==> src/rtl/core/sfr_pkg.sv <==
// sfr_pkg: shared types and constants for the stream find/replace block.
// No dependencies.
package sfr_pkg;

    // configuration register indexes
    localparam logic [1:0] REG_FIND_TEXT = 2'd0;
    localparam logic [1:0] REG_FIND_LEN  = 2'd1;
    localparam logic [1:0] REG_REPL_TEXT = 2'd2;
    localparam logic [1:0] REG_REPL_LEN  = 2'd3;

    typedef enum logic [1:0] {
        ENC_ASCII = 2'd0,
        ENC_LE    = 2'd1,
        ENC_BE    = 2'd2
    } t_enc;

    typedef enum logic [1:0] {
        ST_IDLE = 2'd0,
        ST_SCAN = 2'd1,
        ST_EMIT = 2'd2
    } t_state;

    // One item handed from the front to the back.
    typedef struct packed {
        logic [7:0] in_byte;
        logic       end_of_stream;
    } t_item;

    // One result byte with its flags.
    typedef struct packed {
        logic [7:0] out_byte;
        logic       run_last;
        logic       stream_done;
    } t_res;

endpackage

==> src/rtl/core/sfr_fifo.sv <==
// sfr_fifo: small synchronous queue with registered slots.
// Depends on nothing; used for the item queue and the result queue.
module sfr_fifo #(
    parameter int unsigned WIDTH = 9,
    parameter int unsigned DEPTH = 4
) (
    input  logic             i_clk,
    input  logic             i_rst_n,
    input  logic             i_push,
    input  logic [WIDTH-1:0] i_data,
    output logic             o_full,
    input  logic             i_pop,
    output logic             o_empty,
    output logic [WIDTH-1:0] o_data
);
    localparam int unsigned AW = (DEPTH > 1) ? $clog2(DEPTH) : 1;

    logic [WIDTH-1:0] r_mem [DEPTH];
    logic [AW-1:0]    r_wp, r_rp;
    logic [AW:0]      r_cnt;
    logic             w_wr, w_rd;

    assign o_full  = (r_cnt == (AW+1)'(DEPTH));
    assign o_empty = (r_cnt == '0);
    assign w_wr    = i_push && !o_full;
    assign w_rd    = i_pop && !o_empty;
    assign o_data  = r_mem[r_rp];

    always_ff @(posedge i_clk) begin
        if (w_wr) begin
            r_mem[r_wp] <= i_data;
        end
    end

    always_ff @(posedge i_clk) begin
        if (!i_rst_n) begin
            r_wp  <= '0;
            r_rp  <= '0;
            r_cnt <= '0;
        end else begin
            if (w_wr) begin
                r_wp <= (r_wp == AW'(DEPTH - 1)) ? '0 : r_wp + AW'(1);
            end
            if (w_rd) begin
                r_rp <= (r_rp == AW'(DEPTH - 1)) ? '0 : r_rp + AW'(1);
            end
            r_cnt <= r_cnt + (AW+1)'(w_wr) - (AW+1)'(w_rd);
        end
    end

    property p_no_overflow;
        @(posedge i_clk) disable iff (!i_rst_n) r_cnt <= (AW+1)'(DEPTH);
    endproperty
    assert property (p_no_overflow) else $error("fifo count beyond depth");

    property p_pop_nonempty;
        @(posedge i_clk) disable iff (!i_rst_n)
            (r_cnt == '0) |=> (r_cnt <= (AW+1)'(1));
    endproperty
    assert property (p_pop_nonempty) else $error("fifo count jumped");

    property p_empty_matches;
        @(posedge i_clk) disable iff (!i_rst_n) o_empty == (r_cnt == '0);
    endproperty
    assert property (p_empty_matches) else $error("fifo empty flag wrong");
endmodule

==> src/rtl/core/sfr_engine.sv <==
// sfr_engine: back part; holds the window, decides matches one at a time and
// emits one result byte per cycle while the result side is not full. Depends on sfr_pkg.
module sfr_engine #(
    parameter int unsigned MAX_FIND_CHARS    = 4,
    parameter int unsigned MAX_REPLACE_CHARS = 4
) (
    input  logic                i_clk,
    input  logic                i_rst_n,
    input  logic                i_item_valid,
    input  sfr_pkg::t_item      i_item,
    output logic                o_item_take,
    input  logic [31:0]         i_find_text,
    input  logic [2:0]          i_find_length,
    input  logic [31:0]         i_replace_text,
    input  logic [2:0]          i_replace_length,
    output logic                o_res_valid,
    output sfr_pkg::t_res       o_res,
    output logic                o_step_end,
    output logic                o_eos,
    input  logic                i_res_full
);
    localparam int unsigned WB  = 2 * MAX_FIND_CHARS;
    localparam int unsigned CW  = $clog2(WB + 1);
    localparam int unsigned IW  = (WB > 1) ? $clog2(WB) : 1;
    localparam int unsigned RB  = (2 * MAX_REPLACE_CHARS > 1) ? 2 * MAX_REPLACE_CHARS : 1;
    localparam int unsigned RW  = $clog2(RB + 1);
    localparam int unsigned RIW = (RB > 1) ? $clog2(RB) : 1;

    sfr_pkg::t_state r_state, n_state;
    logic [7:0]      r_win [WB];
    logic [CW-1:0]   r_cnt;
    logic            r_eos;
    logic [7:0]      r_rbuf [RB];
    logic [RW-1:0]   r_rlen, r_ridx;
    logic [CW-1:0]   r_drop;

    // effective lengths
    logic [3:0] w_flen, w_rlen;
    always_comb begin
        w_flen = (i_find_length == 3'd0) ? 4'd1 : {1'b0, i_find_length};
        if (w_flen > 4'(MAX_FIND_CHARS)) w_flen = 4'(MAX_FIND_CHARS);
        w_rlen = {1'b0, i_replace_length};
        if (w_rlen > 4'(MAX_REPLACE_CHARS)) w_rlen = 4'(MAX_REPLACE_CHARS);
    end

    function automatic logic [7:0] f_enc_byte(input logic [31:0] text,
                                              input sfr_pkg::t_enc enc,
                                              input int unsigned k);
        logic [7:0] c;
        int unsigned ci;
        ci = (enc == sfr_pkg::ENC_ASCII) ? k : (k >> 1);
        c  = (ci < 4) ? text[8*(ci%4) +: 8] : 8'd0;
        unique case (enc)
            sfr_pkg::ENC_ASCII: f_enc_byte = c;
            sfr_pkg::ENC_LE:    f_enc_byte = k[0] ? 8'd0 : c;
            sfr_pkg::ENC_BE:    f_enc_byte = k[0] ? c : 8'd0;
            default:            f_enc_byte = c;
        endcase
    endfunction

    // per-encoding match status over the held bytes
    logic [2:0] w_yes, w_wait;
    logic [CW-1:0] w_need [3];
    always_comb begin
        for (int e = 0; e < 3; e++) begin
            logic ok;
            ok = 1'b1;
            w_need[e] = (e == 0) ? CW'(w_flen) : CW'({w_flen, 1'b0});
            for (int k = 0; k < WB; k++) begin
                if (CW'(k) < w_need[e] && CW'(k) < r_cnt &&
                    r_win[k] != f_enc_byte(i_find_text, sfr_pkg::t_enc'(e), k))
                    ok = 1'b0;
            end
            w_yes[e]  = ok && (w_need[e] <= r_cnt);
            w_wait[e] = ok && (w_need[e] > r_cnt) && !r_eos;
        end
    end

    // decision in priority LE, BE, ASCII
    logic          w_stop, w_hit;
    sfr_pkg::t_enc w_enc;
    always_comb begin
        w_stop = 1'b0; w_hit = 1'b0; w_enc = sfr_pkg::ENC_ASCII;
        priority if (w_wait[sfr_pkg::ENC_LE] ) w_stop = 1'b1;
        else if (w_yes[sfr_pkg::ENC_LE]) begin w_hit = 1'b1; w_enc = sfr_pkg::ENC_LE; end
        else if (w_wait[sfr_pkg::ENC_BE]) w_stop = 1'b1;
        else if (w_yes[sfr_pkg::ENC_BE]) begin w_hit = 1'b1; w_enc = sfr_pkg::ENC_BE; end
        else if (w_wait[sfr_pkg::ENC_ASCII]) w_stop = 1'b1;
        else if (w_yes[sfr_pkg::ENC_ASCII]) w_hit = 1'b1;
        else w_stop = 1'b0;
    end

    logic w_done;       // nothing more to decide this step
    logic w_step_end;   // step closes; waits while the result side is full
    logic w_emit_done;  // last byte of the burst goes out (or burst is empty)
    assign w_done      = (r_cnt == '0) || w_stop;
    assign w_step_end  = (r_state == sfr_pkg::ST_SCAN) && w_done && !i_res_full;
    assign w_emit_done = (r_rlen == '0) || (!i_res_full && (r_ridx + RW'(1) >= r_rlen));

    always_comb begin
        n_state = r_state;
        unique case (r_state)
            sfr_pkg::ST_IDLE: begin
                if (i_item_valid) n_state = sfr_pkg::ST_SCAN;
            end
            sfr_pkg::ST_SCAN: begin
                if (!w_done) n_state = sfr_pkg::ST_EMIT;
                else if (!i_res_full) n_state = sfr_pkg::ST_IDLE;
            end
            sfr_pkg::ST_EMIT: begin
                if (w_emit_done) n_state = sfr_pkg::ST_SCAN;
            end
            default: n_state = sfr_pkg::ST_IDLE;
        endcase
    end

    // outputs
    always_comb begin
        o_item_take = (r_state == sfr_pkg::ST_IDLE) && i_item_valid;
        o_res_valid = (r_state == sfr_pkg::ST_EMIT) && (r_rlen != '0) && !i_res_full;
        o_res.out_byte    = r_rbuf[r_ridx[RIW-1:0]];
        o_res.run_last    = 1'b0;
        o_res.stream_done = 1'b0;
        o_step_end  = w_step_end;
        o_eos       = r_eos;
    end

    always_ff @(posedge i_clk) begin
        if (!i_rst_n) begin
            r_state <= sfr_pkg::ST_IDLE;
            r_cnt   <= '0;
            r_eos   <= 1'b0;
            r_ridx  <= '0;
            r_rlen  <= '0;
            r_drop  <= '0;
        end else begin
            r_state <= n_state;
            unique case (r_state)
                sfr_pkg::ST_IDLE: begin
                    if (i_item_valid) begin
                        if (r_cnt < CW'(WB)) begin
                            r_win[r_cnt[IW-1:0]] <= i_item.in_byte;
                            r_cnt <= r_cnt + CW'(1);
                        end
                        r_eos <= i_item.end_of_stream;
                    end
                end
                sfr_pkg::ST_SCAN: begin
                    r_ridx <= '0;
                    if (w_done) begin
                        if (w_step_end && r_eos) r_cnt <= '0;
                    end else if (w_hit) begin
                        for (int k = 0; k < RB; k++)
                            r_rbuf[k] <= f_enc_byte(i_replace_text, w_enc, k);
                        r_rlen <= (w_enc == sfr_pkg::ENC_ASCII) ? RW'(w_rlen) : RW'({w_rlen, 1'b0});
                        r_drop <= w_need[w_enc];
                    end else begin
                        r_rbuf[0] <= r_win[0];
                        r_rlen    <= RW'(1);
                        r_drop    <= CW'(1);
                    end
                end
                sfr_pkg::ST_EMIT: begin
                    if (w_emit_done) begin
                        for (int k = 0; k < WB; k++)
                            if ((CW+1)'(k) + (CW+1)'(r_drop) < (CW+1)'(WB))
                                r_win[k] <= r_win[IW'(CW'(k) + r_drop)];
                        r_cnt <= r_cnt - r_drop;
                    end else if (!i_res_full) begin
                        r_ridx <= r_ridx + RW'(1);
                    end
                end
                default: ;
            endcase
        end
    end

    property p_take_idle;
        @(posedge i_clk) disable iff (!i_rst_n)
            o_item_take |-> r_state == sfr_pkg::ST_IDLE;
    endproperty
    assert property (p_take_idle) else $error("item taken while busy");

    property p_cnt_bound;
        @(posedge i_clk) disable iff (!i_rst_n) r_cnt <= CW'(WB);
    endproperty
    assert property (p_cnt_bound) else $error("window overfilled");

    property p_res_emit;
        @(posedge i_clk) disable iff (!i_rst_n)
            o_res_valid |-> r_state == sfr_pkg::ST_EMIT;
    endproperty
    assert property (p_res_emit) else $error("result outside emit");

    property p_end_not_full;
        @(posedge i_clk) disable iff (!i_rst_n) o_step_end |-> !i_res_full;
    endproperty
    assert property (p_end_not_full) else $error("step closed into full queue");
endmodule

==> src/rtl/core/sfr_tagger.sv <==
// sfr_tagger: holds one result back so the last byte of a step can be
// flagged run_last/stream_done. Depends on sfr_pkg.
module sfr_tagger (
    input  logic          i_clk,
    input  logic          i_rst_n,
    input  logic          i_valid,
    input  sfr_pkg::t_res i_res,
    input  logic          i_step_end,
    input  logic          i_eos,
    input  logic          i_full,
    output logic          o_push,
    output sfr_pkg::t_res o_res
);
    logic          r_have;
    sfr_pkg::t_res r_res;

    always_comb begin
        o_res = r_res;
        o_res.run_last    = i_step_end;
        o_res.stream_done = i_step_end && i_eos;
        o_push = r_have && !i_full && (i_valid || i_step_end);
    end

    always_ff @(posedge i_clk) begin
        if (!i_rst_n) begin
            r_have <= 1'b0;
        end else begin
            if (i_valid) begin
                r_have <= 1'b1;
            end else if (o_push) begin
                r_have <= 1'b0;
            end
        end
    end

    always_ff @(posedge i_clk) begin
        if (i_valid) r_res <= i_res;
    end

    property p_no_lost;
        @(posedge i_clk) disable iff (!i_rst_n) i_valid && r_have |-> !i_full;
    endproperty
    assert property (p_no_lost) else $error("held result overwritten");

    property p_push_has;
        @(posedge i_clk) disable iff (!i_rst_n) o_push |-> r_have;
    endproperty
    assert property (p_push_has) else $error("push without data");

    property p_end_clears;
        @(posedge i_clk) disable iff (!i_rst_n)
            (o_push && !i_valid) |=> !r_have;
    endproperty
    assert property (p_end_clears) else $error("tag slot not freed");
endmodule

==> src/rtl/core/stream_find_replace_three_encodings.sv <==
// Top level of the stream find/replace block (ASCII, UTF-16LE, UTF-16BE).
// Depends on sfr_pkg, sfr_fifo, sfr_engine, sfr_tagger.
//
//  channel | direction | handshake        | payload
//  input   | in        | push / full      | i_in_byte, i_end_of_stream
//  result  | out       | empty / pop      | o_out_byte, o_run_last, o_stream_done
//  config  | in        | i_cfg_we         | i_cfg_index, i_cfg_data
//
// Flow: the engine takes an item in IDLE, then scans; each decision is made
// in a scan and followed by an emit of its output bytes (an empty replacement
// emits nothing), and a closing scan ends the step. Items pass through the
// input queue before the take, and results through the result queue.
// Reset: synchronous active low; clears queues, window count and registers.
// Stalls: a full result queue holds the emitter and the step close; the
// input queue keeps taking transfers until it fills.
module stream_find_replace_three_encodings #(
    parameter int unsigned MAX_FIND_CHARS    = 4,
    parameter int unsigned MAX_REPLACE_CHARS = 4
) (
    input  logic        i_clk,
    input  logic        i_rst_n,
    input  logic        push,
    output logic        full,
    input  logic [7:0]  i_in_byte,
    input  logic        i_end_of_stream,
    output logic        empty,
    input  logic        pop,
    output logic [7:0]  o_out_byte,
    output logic        o_run_last,
    output logic        o_stream_done,
    input  logic        i_cfg_we,
    input  logic [1:0]  i_cfg_index,
    input  logic [31:0] i_cfg_data
);
    logic [31:0] r_find_text, r_replace_text;
    logic [2:0]  r_find_length, r_replace_length;

    always_ff @(posedge i_clk) begin
        if (!i_rst_n) begin
            r_find_text      <= '0;
            r_find_length    <= 3'd1;
            r_replace_text   <= '0;
            r_replace_length <= '0;
        end else if (i_cfg_we) begin
            unique case (i_cfg_index)
                sfr_pkg::REG_FIND_TEXT: r_find_text      <= i_cfg_data;
                sfr_pkg::REG_FIND_LEN:  r_find_length    <= i_cfg_data[2:0];
                sfr_pkg::REG_REPL_TEXT: r_replace_text   <= i_cfg_data;
                sfr_pkg::REG_REPL_LEN:  r_replace_length <= i_cfg_data[2:0];
                default: ;
            endcase
        end
    end

    // front: input queue
    sfr_pkg::t_item w_in_item, w_q_item;
    logic           w_q_empty, w_take;
    assign w_in_item = '{in_byte: i_in_byte, end_of_stream: i_end_of_stream};

    sfr_fifo #(.WIDTH($bits(sfr_pkg::t_item)), .DEPTH(4)) u_in_q (
        .i_clk, .i_rst_n,
        .i_push(push), .i_data(w_in_item), .o_full(full),
        .i_pop(w_take), .o_empty(w_q_empty), .o_data(w_q_item)
    );

    // back: engine
    logic          w_eng_valid, w_res_full, w_push;
    sfr_pkg::t_res w_eng_res, w_tag_res;
    logic          w_tag_full;
    logic          w_step_end, w_eng_eos;

    // the engine also holds its step close while the result queue is full,
    // so the tagger always has room for the byte it releases
    assign w_tag_full = w_res_full;

    sfr_engine #(.MAX_FIND_CHARS(MAX_FIND_CHARS),
                 .MAX_REPLACE_CHARS(MAX_REPLACE_CHARS)) u_eng (
        .i_clk, .i_rst_n,
        .i_item_valid(!w_q_empty), .i_item(w_q_item), .o_item_take(w_take),
        .i_find_text(r_find_text), .i_find_length(r_find_length),
        .i_replace_text(r_replace_text), .i_replace_length(r_replace_length),
        .o_res_valid(w_eng_valid), .o_res(w_eng_res),
        .o_step_end(w_step_end), .o_eos(w_eng_eos), .i_res_full(w_tag_full)
    );

    // tagger holds the newest byte until the next one arrives or the step closes, and flags it at the close
    sfr_tagger u_tag (
        .i_clk, .i_rst_n,
        .i_valid(w_eng_valid), .i_res(w_eng_res),
        .i_step_end(w_step_end), .i_eos(w_eng_eos),
        .i_full(w_res_full), .o_push(w_push), .o_res(w_tag_res)
    );

    sfr_pkg::t_res w_out;
    sfr_fifo #(.WIDTH($bits(sfr_pkg::t_res)), .DEPTH(4)) u_out_q (
        .i_clk, .i_rst_n,
        .i_push(w_push), .i_data(w_tag_res), .o_full(w_res_full),
        .i_pop(pop), .o_empty(empty), .o_data(w_out)
    );

    assign o_out_byte    = w_out.out_byte;
    assign o_run_last    = w_out.run_last;
    assign o_stream_done = w_out.stream_done;

    property p_full_no_take;
        @(posedge i_clk) disable iff (!i_rst_n) w_res_full |-> !w_push;
    endproperty
    assert property (p_full_no_take) else $error("push into full result queue");

    property p_take_has_item;
        @(posedge i_clk) disable iff (!i_rst_n) w_take |-> !w_q_empty;
    endproperty
    assert property (p_take_has_item) else $error("take from empty input queue");

    property p_done_last;
        @(posedge i_clk) disable iff (!i_rst_n)
            (!empty && o_stream_done) |-> o_run_last;
    endproperty
    assert property (p_done_last) else $error("stream_done without run_last");
endmodule

==> config.mk <==
export PLATFORM = sky130hd
export DESIGN_NAME = stream_find_replace_three_encodings
export DESIGN_NICKNAME = d
export VERILOG_FILES = /design/src/rtl/core/sfr_pkg.sv /design/src/rtl/core/sfr_fifo.sv /design/src/rtl/core/sfr_engine.sv /design/src/rtl/core/sfr_tagger.sv /design/src/rtl/core/stream_find_replace_three_encodings.sv
export SDC_FILE = /design/constraint.sdc
export NUM_CORES = 1
export LEC_CHECK = 0
export ABC_CLOCK_PERIOD_IN_PS = 4930
export BUFFER_PORTS_ARGS = -buffer_cell sky130_fd_sc_hd__buf_4
export CORE_UTILIZATION = 35
export DETAILED_ROUTE_END_ITERATION = 10
export GPL_TIMING_DRIVEN = 0
export PLACE_DENSITY_LB_ADDON = 0.2
export SLEW_MARGIN = 5
export SYNTH_ARGS = -nofsm -noshare
export SYNTH_HDL_FRONTEND = slang
export SYNTH_SLANG_ARGS = --single-unit
==> constraint.sdc <==
create_clock -name i_clk -period 4.93 [get_ports i_clk]
set_input_delay 0.986 -clock i_clk [delete_from_list [all_inputs] [get_ports i_clk]]
set_output_delay 0.986 -clock i_clk [all_outputs]
set_load 0.02 [all_outputs]
==> flow_summary.yaml, run 1 <==
status:
  status: "completed"
logic_synthesis:
  syn_avg_cell_area_sq_um: 12.20
  ys.flop_type: "edfxtp_1"
  yosysWarnings: 0
  synth_area_sq_um: 17680
  ys_seq_elements: 323
  synth-edff-count: 212
  syn_nets: 1540
  async_flop_share_pct: 0
  ys_types: 77
  seq_area_frac_synth_pct: 48.57
  synth_cells: 1449
min_path:
  min_to: "u_eng.r_rlen[3]$_SDFFE_PN0P_"
  whs_path_depth: 2
  hold_class: "reg -> reg"
  hold_path_startpoint: "u_eng.r_rlen[3]$_SDFFE_PN0P_"
clock_network:
  clockRootBuffer: "clkbuf_16"
  clockBufferDepth: 3
  cts_max_level: 2
  cts_tree: "yes"
  postCtsHoldBufs: 0
  cts_made_buffers: 38
  clkLatencyLatePin_ns: 0.56
  clk_pin_slew_ns: 0.06
  postCtsSetupRepairBufs: 0
  cts_sinks: 323
finish:
  stdcell_area_sq_um: 20200
  areaGrowthSynthToFinish_pct: 14.25
  drive_gt1_share_pct: 21.60
  nFillCells: 4780
  nets: 1640
route:
  drc_errors: 0
  dr.pass1.iters: 5
  drt_wl_total_microns: 54680
  vias_per_cell: 5.592
  vias: 12590
  ant_nets: 0
  drt_first_iter_violations: 982
  wl_per_cell_microns: 24.28
timing:
  fmax_ghz: 0.2195
  finalSetupViolCount: 0
  worst_slew_pin_slew_ns: 1.070
  fin_crit_ns: 4.555
  setup_ws_ns: 0.3749
  max-slew-margin-rel_pct: 26.64
  finalClockSkew_ns: 0.02263
  slew_viol_final: 0
  hold_viol_final: 0
  rsz0062_at_grt: "false"
  holdWs_ns: 0.4795
  post-route-period-util_pct: 92.40
power:
  leakage_nw: 6.777
  pwr-share-seq_pct: 36.8
  p_comb_share_pct: 34.1
  p_switching_w: 0.003193
  power.internal_w: 0.006163
  switching_share_pct: 34.13
  vdd_drop_max_v: 0.0003035
  power_frac_clock_pct: 29.1
  power_density_nw_per_um2: 463.2
placement:
  numPortBuffers: 59
  place_ws_ns: -0.6119
  gp_congestion: 0.8991
  dp_hpwl_microns: 42250
  dpl_cell_area_sq_um: 19000
grt:
  grt_overflow: 0
  grt_pass1_vias: 12530
  antenna_found_initial: 1
  grt_max_degree: 61
  grt_pass1_wl_microns: 81690
  grtUsageTotal_pct: 21.82
die:
  initial_utilization_pct: 35.39
  die_h_microns: 226.8
  ios: 60
  core_area_sq_um: 49970
  die-area_sq_um: 51420
  die_w_microns: 226.8
  rows: 82
critical_path:
  cpPeakStageDelay_ns: 0.75
  crit_type: "reg -> reg"
  crit_fanout: 10
  timing.rr.start: "u_eng.r_ridx[0]$_SDFFE_PN0P_"
  cp_data_arrival_time_ns: 4.80
  critPathCaptureType: "flip-flop"
  worst_setup_path_start_kind: "flip-flop"
  required_ns: 5.18
  crit_chain: "clkbuf_2, clkbuf_2, nand3_1, xnor2_1, ha_1, a21oi_1, o21ai_1, nor4b_4, clkbuf_1, o31ai_1, o41ai_2, buf_4"
  crit_start: "u_eng.r_ridx[0]$_SDFFE_PN0P_"
  rr_worst_depth: 12
  cpMostUsedCell: "clkbuf_2"
  crit-reg2reg-capture: "u_eng.r_win[0][5]$_DFFE_PP_"
  rrSetupSlack_ns: 0.37
  cp_slowest_cell: "nor4b_4"
job:
  max_cap_viol_count: 0
-- per-stage QoR --
step / std cells / utilization, % / TNS, ns / total power, W
after floorplan: 1449 / - / 0 / 0.005717
after global routing: 2252 / 40.43 / 0 / 0.009832
after detailed placement: 2182 / 38.02 / -16.53 / 0.006662
after CTS: 2252 / 40.43 / 0 / 0.009421
final: 2252 / 40.43 / 0 / 0.009357
after global placement: 2180 / 37.96 / -69.54 / 0.006603
-- cell type report --
type	instances	area [sq um]	share of cell area, %
Multi-Input combinational cell	992	8600	42.57
Sequential cell	323	8588	42.52
Clock buffer	57	1089	5.389
Tap cell	672	840.8	4.163
Timing Repair Buffer	61	457.9	2.267
Buffer	94	380.4	1.883
Inverter	39	146.4	0.7247
Clock inverter	13	95.09	0.4708
Antenna cell	1	2.502	0.01239
-- layer usage --
layer | wire length [microns] | up-vias | global-route usage (%)
met5 | 0 | - | 0
met2 | 24280 | 468 | 33.53
met1 | 24870 | 6393 | 30.78
met3 | 4087 | 99 | 4.276
met4 | 1447 | 0 | 6.931
li1 | - | 5633 | -
-- critical path: cells and delay by family, from the launching register on --
| kind | cells | cell delay (ns) |
|---|---|---|
| AO/OA/AOI/OAI | 4 | 0.85 |
| adder cells (fa/ha/maj) | 1 | 0.28 |
| flip-flops | 1 | 0.37 |
| buffers and inverters | 4 | 1.63 |
| AND/OR/NAND/NOR | 2 | 0.90 |
| XOR/XNOR | 1 | 0.20 |
-- kinds of logic after synthesis --
kind of cell	count (synthesis)	share of synthesized area, %
multiplexers	236	21.18
XOR/XNOR	98	4.855
flip-flops	323	48.57
AO/OA/AOI/OAI	222	8.202
AND/OR/NAND/NOR	393	11.05
adder cells (fa/ha/maj)	43	3.170
buffers and inverters	134	2.965
-- synth_stat cells, drive strengths merged (4+ instances only) --
cell	instances	area share (%)
and2	51	1.8
mux2	91	6.0
mux4	99	13
a21oi	100	2.8
clkbuf	83	1.8
a22o	25	1.2
o31ai	4	0.23
a32o	4	0.23
xor2	12	0.59
buf	12	0.38
dfxtp	111	13
o211ai	5	0.21
o21ai	37	1.0
a211oi	12	0.54
nand4	25	0.92
nand3	11	0.31
ha	40	2.8
nor2b	13	0.46
nor2	59	1.3
nor4	20	0.88
a21o	6	0.25
nor3	7	0.26
xnor2	86	4.3
inv	38	0.81
nand2	175	3.7
nand2b	6	0.21
mux2i	46	2.6
edfxtp	212	36
and3	5	0.18
-- placed cells by master, fill, tap and decap left out, types with 32 or more instances in the layout --
cell type and count:
mux2i_1 46, a21oi_1 100, and2_1 51, buf_4 61, clkbuf_16 40, dfxtp_1 111
nand2_1 174, ha_1 40, o21ai_0 32, edfxtp_1 212, mux2_2 83, clkbuf_1 92
inv_1 37, nor2_1 58, mux4_2 99, xnor2_1 85
-- worst max-delay path by stage --
stage | slack, ns | to | cells after the start
CTS | 0.22 | u_eng.r_win[3][5]$_DFFE_PP_ | 10
floorplan | 0.51 | u_eng.r_rbuf[1][0]$_SDFFCE_PP0P_ | 11
detailed placement | -0.61 | u_eng.r_win[0][5]$_DFFE_PP_ | 12
global route | 0.12 | u_eng.r_win[0][5]$_DFFE_PP_ | 12
finish | 0.37 | u_eng.r_win[0][5]$_DFFE_PP_ | 12
global placement | -0.84 | u_eng.r_rbuf[2][5]$_SDFFCE_PP0P_ | 9
-- sequential cells by signal, indices dropped and copies added, names as in the netlist, named ones only --
register and count:
r_replace_length 3, r_find_text 32, u_out_q.r_cnt 3, u_eng.r_drop 4
u_in_q.r_cnt 3, u_in_q.r_wp 2, u_eng.r_win 64, u_eng.r_ridx 4
u_in_q.r_rp 2, u_eng.o_eos 1, u_eng.r_state 2, u_eng.r_rbuf 64
r_find_length 3, u_eng.r_cnt 4, u_eng.r_rlen 4, u_in_q.r_mem 36
u_out_q.r_wp 2, u_out_q.r_mem 40, u_tag.o_res 8, u_out_q.r_rp 2
r_replace_text 32, u_tag.r_have 1
-- power groups by stage --
| stage | Combinational, W | Sequential [W] | Clock, W |
|---|---|---|---|
| after CTS | 0.00319 | 0.00344 | 0.00279 |
| final | 0.00319 | 0.00344 | 0.00272 |
| after detailed placement | 0.00317 | 0.00349 | 0 |
| after global placement | 0.00311 | 0.00349 | 0 |
| after global routing | 0.00348 | 0.00346 | 0.00290 |
| after floorplan | 0.00234 | 0.00338 | 0 |
-- repair_timing --
action,CTS,global route
endpoints found under the setup margin,50,10
resized for setup,5,0
endpoints found under the hold margin,0,0
Power figures use the tool's default switching activity.
==> run 2, diff against run 1 <==
CELL_PAD_IN_SITES_DETAIL_PLACEMENT = 0   (was default)
CELL_PAD_IN_SITES_GLOBAL_PLACEMENT = 2   (was default)
CORE_UTILIZATION = 44   (was 35)
SLEW_MARGIN = default   (was 5)
==> flow_summary.yaml, run 2 (synthesis gave the netlist of run 1 again) <==
route:
  drt_first_iter_violations: 1193
  vias_per_cell: 5.999
  vias: 12650
  wl_per_cell_microns: 26.12
  dr.pass1.iters: 5
  ant_nets: 0
  drt_wl_total_microns: 55090
  drc_errors: 0
placement:
  numPortBuffers: 59
  dp_hpwl_microns: 40250
  gp_congestion: 0.9618
  place_inst: 2038
critical_path:
  worst_setup_path_start_kind: "flip-flop"
  critPathCaptureType: "flip-flop"
  crit_type: "reg -> reg"
  rrSetupSlack_ns: 0.41
  rr_worst_depth: 9
  timing.rr.start: "u_eng.r_drop[0]$_SDFFE_PN0P_"
  crit-reg2reg-capture: "u_eng.r_win[1][3]$_DFFE_PP_"
  crit_fanout: 19
  required_ns: 5.24
  cp_data_arrival_time_ns: 4.83
finish:
  layout.cells.non_filler: 2109
  layout_common_cells: "edfxtp_1 (212), nand2_1 (174), dfxtp_1 (111)"
  areaGrowthSynthToFinish_pct: 13.55
  nets: 1644
  layout_commonest_cell: "edfxtp_1"
  drive_gt1_share_pct: 21.67
  reg.largest.list: "u_eng.r_rbuf x64, u_eng.r_win x64, u_out_q.r_mem x40"
  fin_util_pct: 50.65
timing:
  finalSetupViolCount: 0
  fmax_ghz: 0.2212
  rsz0062_at_grt: "false"
  max-slew-margin-rel_pct: 7.807
  hold_viol_final: 0
  holdWs_ns: 0.4692
  worst_slew_pin_slew_ns: 1.368
  slew_viol_final: 0
  post-route-period-util_pct: 91.70
  finalClockSkew_ns: 0.01705
  fin_crit_ns: 4.521
  tns_ns: 0
clock_network:
  cts_made_buffers: 38
  clockRootBuffer: "clkbuf_16"
  clockBufferDepth: 3
  clkLatencyLatePin_ns: 0.56
  cts_tree: "yes"
  cts_max_level: 2
  cts_sinks: 323
  clk_pin_slew_ns: 0.06
  postCtsHoldBufs: 0
power:
  p_switching_w: 0.003228
  switching_share_pct: 34.09
  p_total_w: 0.009469
  power_frac_clock_pct: 29.4
  leakage_nw: 6.794
  power.internal_w: 0.006241
  pwr-share-seq_pct: 36.6
  vdd_drop_max_v: 0.0002966
  p_comb_share_pct: 34.1
  power_density_nw_per_um2: 471.6
grt:
  grt_pass1_vias: 12540
  grtUsageTotal_pct: 27.15
  grt_overflow: 0
  antenna_found_initial: 0
  grt_pass1_wl_microns: 81280
  grt_max_degree: 61
die:
  initial_utilization_pct: 44.60
  die_h_microns: 202.5
  ios: 60
  die_w_microns: 202.5
  core_area_sq_um: 39640
  rows: 73
  die-area_sq_um: 40990
min_path:
  min_to: "r_replace_text[1]$_SDFFE_PN0P_"
  whs_path_depth: 2
  hold_path_startpoint: "r_replace_text[1]$_SDFFE_PN0P_"
  hold_class: "reg -> reg"
job:
  max_cap_viol_count: 0
status:
  status: "completed"
## run 2: cell count changes in the layout (fill, tap and decap cells not counted), sizes merged
cell / before / now
buf: 72 / 76
bufinv: 0 / 2
clkbuf: 140 / 139
clkinv: 9 / 10
clkinvlp: 0 / 1
inv: 43 / 40
## run 2: worst max-delay path by stage
stage | to | slack, ns | from | cells after the start
floorplan | u_eng.r_rbuf[1][0]$_SDFFCE_PP0P_ | 0.51 | r_find_length[2]$_SDFFE_PN0P_ | 11
global route | u_eng.r_win[0][6]$_DFFE_PP_ | 0.18 | u_eng.r_ridx[0]$_SDFFE_PN0P_ | 12
detailed placement | u_eng.r_win[0][6]$_DFFE_PP_ | -0.55 | u_eng.r_ridx[0]$_SDFFE_PN0P_ | 12
CTS | u_eng.r_win[7][2]$_DFFE_PP_ | 0.01 | u_eng.r_ridx[0]$_SDFFE_PN0P_ | 10
finish | u_eng.r_win[1][3]$_DFFE_PP_ | 0.41 | u_eng.r_drop[0]$_SDFFE_PN0P_ | 9
global placement | u_eng.r_win[7][6]$_DFFE_PP_ | -1.03 | u_eng.r_ridx[0]$_SDFFE_PN0P_ | 9
## run 2: stage by stage
stage / cell area, sq um / setup WS [ns]
after floorplan: 17680 / 0.5119
after global placement: 18780 / -1.030
after detailed placement: 18840 / -0.5519
after CTS: 20070 / 0.009563
after global routing: 20070 / 0.1779
final: 20080 / 0.4094
## run 2: worst max-delay path, cell delays in order, from the launching register on
cell and delay [ns]:
dfxtp_1 0.33, clkbuf_1 0.49, buf_2 0.64, inv_1 0.17, ha_1 0.32, clkbuf_1 0.35
clkbuf_1 0.62, clkbuf_1 0.59, mux4_2 0.45, mux2_2 0.29
## run 2: layout make-up
cell class,instances,area [sq um]
Tap cell,525,656.9
Fill cell,3549,19560
Multi-Input combinational cell,992,8603
Inverter,39,146.4
Sequential cell,323,8588
Antenna cell,1,2.502
Clock inverter,14,137.6
Clock buffer,56,1074
Timing Repair Buffer,65,488.0
Buffer,94,380.4
## run 2: per-layer routing
| layer | part of all wire, % | track usage (%) |
|---|---|---|
| met3 | 9.3 | 6.966 |
| met4 | 3.3 | 9.103 |
| met2 | 44 | 40.11 |
| met1 | 44 | 38.79 |
| met5 | 0 | 0 |
## run 2: power groups by stage
stage	clock network, W	logic, W	registers [W]
floorplan	0	0.00234	0.00338
global placement	0	0.00314	0.00351
detailed placement	0	0.00319	0.00351
CTS	0.00282	0.00320	0.00345
global route	0.00292	0.00348	0.00348
finish	0.00278	0.00322	0.00346
## run 2: what timing repair did
item / in CTS / in global routing
buffers inserted: 0 / 1
setup endpoints to repair: 84 / 48
gates resized for setup: 4 / 3
pin swaps: 1 / 1
==> run 3, diff against run 2 <==
GPL_TIMING_DRIVEN = default   (was 0)
PLACE_DENSITY = 0.82   (was default)
PLACE_DENSITY_LB_ADDON = default   (was 0.2)
==> flow_summary.yaml, run 3 (synthesis gave the netlist of run 1 again) <==
status:
  status: "completed"
power:
  vdd_drop_max_v: 0.0002728
  power_density_nw_per_um2: 465.2
  p_total_w: 0.009236
  leakage_nw: 6.746
route:
  ant_nets: 0
  drt_first_iter_violations: 883
  vias: 11990
  vias_per_cell: 5.901
  drt_wl_total_microns: 49120
  wl_per_cell_microns: 24.17
  drc_errors: 0
  dr.pass1.iters: 5
grt:
  grt_util_met2_pct: 37.90
  grtUsageTotal_pct: 24.42
  antenna_found_initial: 1
  grt_pass1_vias: 11730
  grt_pass1_wl_microns: 74570
  grt_overflow: 0
  grt_use_met3_pct: 6.485
  grt-busiest-layer: "met2"
  grt_max_degree: 80
  use_met1_pct: 33.17
finish:
  layout_commonest_cell: "edfxtp_1"
  layout_common_cells: "edfxtp_1 (212), nand2_1 (174), dfxtp_1 (110)"
  diodes: 0
  reg.largest.list: "u_eng.r_rbuf x64, u_eng.r_win x64, u_out_q.r_mem x40"
  fin_util_pct: 50.08
  nets: 1570
  areaGrowthSynthToFinish_pct: 12.29
  stdcell_area_sq_um: 19850
  drive_gt1_share_pct: 23.95
  nFillCells: 3569
timing:
  finalSetupViolCount: 0
  tns_ns: 0
  rsz0062_at_grt: "false"
  fmax_ghz: 0.2558
  finalClockSkew_ns: 0.03288
  worst_slew_pin_slew_ns: 1.160
  post-route-period-util_pct: 79.29
  slew_viol_final: 0
  fin_crit_ns: 3.909
  max-slew-margin-rel_pct: 22.68
  hold_viol_final: 0
placement:
  dpl_cell_area_sq_um: 18640
  numPortBuffers: 59
  dp_hpwl_microns: 34900
  gp_congestion: 0.8991
critical_path:
  critPathCaptureType: "flip-flop"
  required_ns: 5.15
  crit_fanout: 25
  cp_data_arrival_time_ns: 4.13
  crit_type: "reg -> reg"
  worst_setup_path_start_kind: "flip-flop"
clock_network:
  cts_max_level: 2
  clk_pin_slew_ns: 0.06
  clockRootBuffer: "clkbuf_16"
  postCtsHoldBufs: 0
  cts_tree: "yes"
  cts_resized: 0
  clkLatencyLatePin_ns: 0.57
  cts_sinks: 323
  postCtsSetupRepairBufs: 0
  cts_made_buffers: 36
  clockBufferDepth: 3
die:
  core_area_sq_um: 39640
  die-area_sq_um: 40990
  die_w_microns: 202.5
  initial_utilization_pct: 44.60
  rows: 73
  ios: 60
  die_h_microns: 202.5
min_path:
  hold_class: "reg -> reg"
job:
  max_cap_viol_count: 0
run 3: power breakdown:
| group | switching, W | internal [W] | total [W] |
|---|---|---|---|
| combinational | 0.00158 | 0.00138 | 0.00296 |
| sequential | 0.000315 | 0.00321 | 0.00352 |
| clock | 0.00111 | 0.00164 | 0.00275 |
run 3: area by class of cell:
| type | count | area, sq um | area share, % |
|---|---|---|---|
| Timing Repair Buffer | 87 | 653.1 | 3.290 |
| Clock inverter | 17 | 175.2 | 0.8823 |
| Sequential cell | 323 | 8589 | 43.27 |
| Inverter | 39 | 147.6 | 0.7437 |
| Tap cell | 525 | 656.9 | 3.309 |
| Clock buffer | 49 | 1033 | 5.206 |
| Multi-Input combinational cell | 992 | 8597 | 43.30 |
run 3: worst max-delay path, cell delays in order, from the launching register on:
cell and delay [ns]:
edfxtp_1 0.50, nor4_1 0.61, a211oi_1 0.25, nor4_4 0.34, nand2_2 0.15, o22ai_2 0.37
o2bb2ai_1 0.27, and3_2 0.66, buf_4 0.39
run 3: through the flow:
stage | cells | hold WS [ns] | worst slack [ns]
after floorplan | 1449 | 0.4393 | 0.5119
after detailed placement | 1966 | 0.4580 | 1.110
after global routing | 2032 | 0.4881 | 0.8489
after CTS | 2032 | 0.4659 | 1.074
after global placement | 1966 | 0.4543 | 1.202
final | 2032 | 0.4662 | 1.021
run 3: final timing paths:
kind / from / to / slack [ns] / cells past startpoint
worst max-delay path: u_eng.r_win[5][1]$_DFFE_PP_ / u_eng.r_rbuf[3][2]$_SDFFCE_PP0P_ / 1.02 / 8
worst min-delay path: u_eng.r_rlen[3]$_SDFFE_PN0P_ / u_eng.r_rlen[3]$_SDFFE_PN0P_ / 0.47 / 2
worst max register to register: u_eng.r_win[5][1]$_DFFE_PP_ / u_eng.r_rbuf[3][2]$_SDFFCE_PP0P_ / 1.02 / 8
worst min register to register: u_eng.r_rlen[3]$_SDFFE_PN0P_ / u_eng.r_rlen[3]$_SDFFE_PN0P_ / 0.47 / 2
run 3: routing by layer:
layer	vias to the layer above	part of all wire, %	wire length, microns
li1	5477	-	-
met1	6068	44	21530
met2	361	46	22610
met3	85	6.9	3397
met4	0	3.2	1582
met5	-	0	0
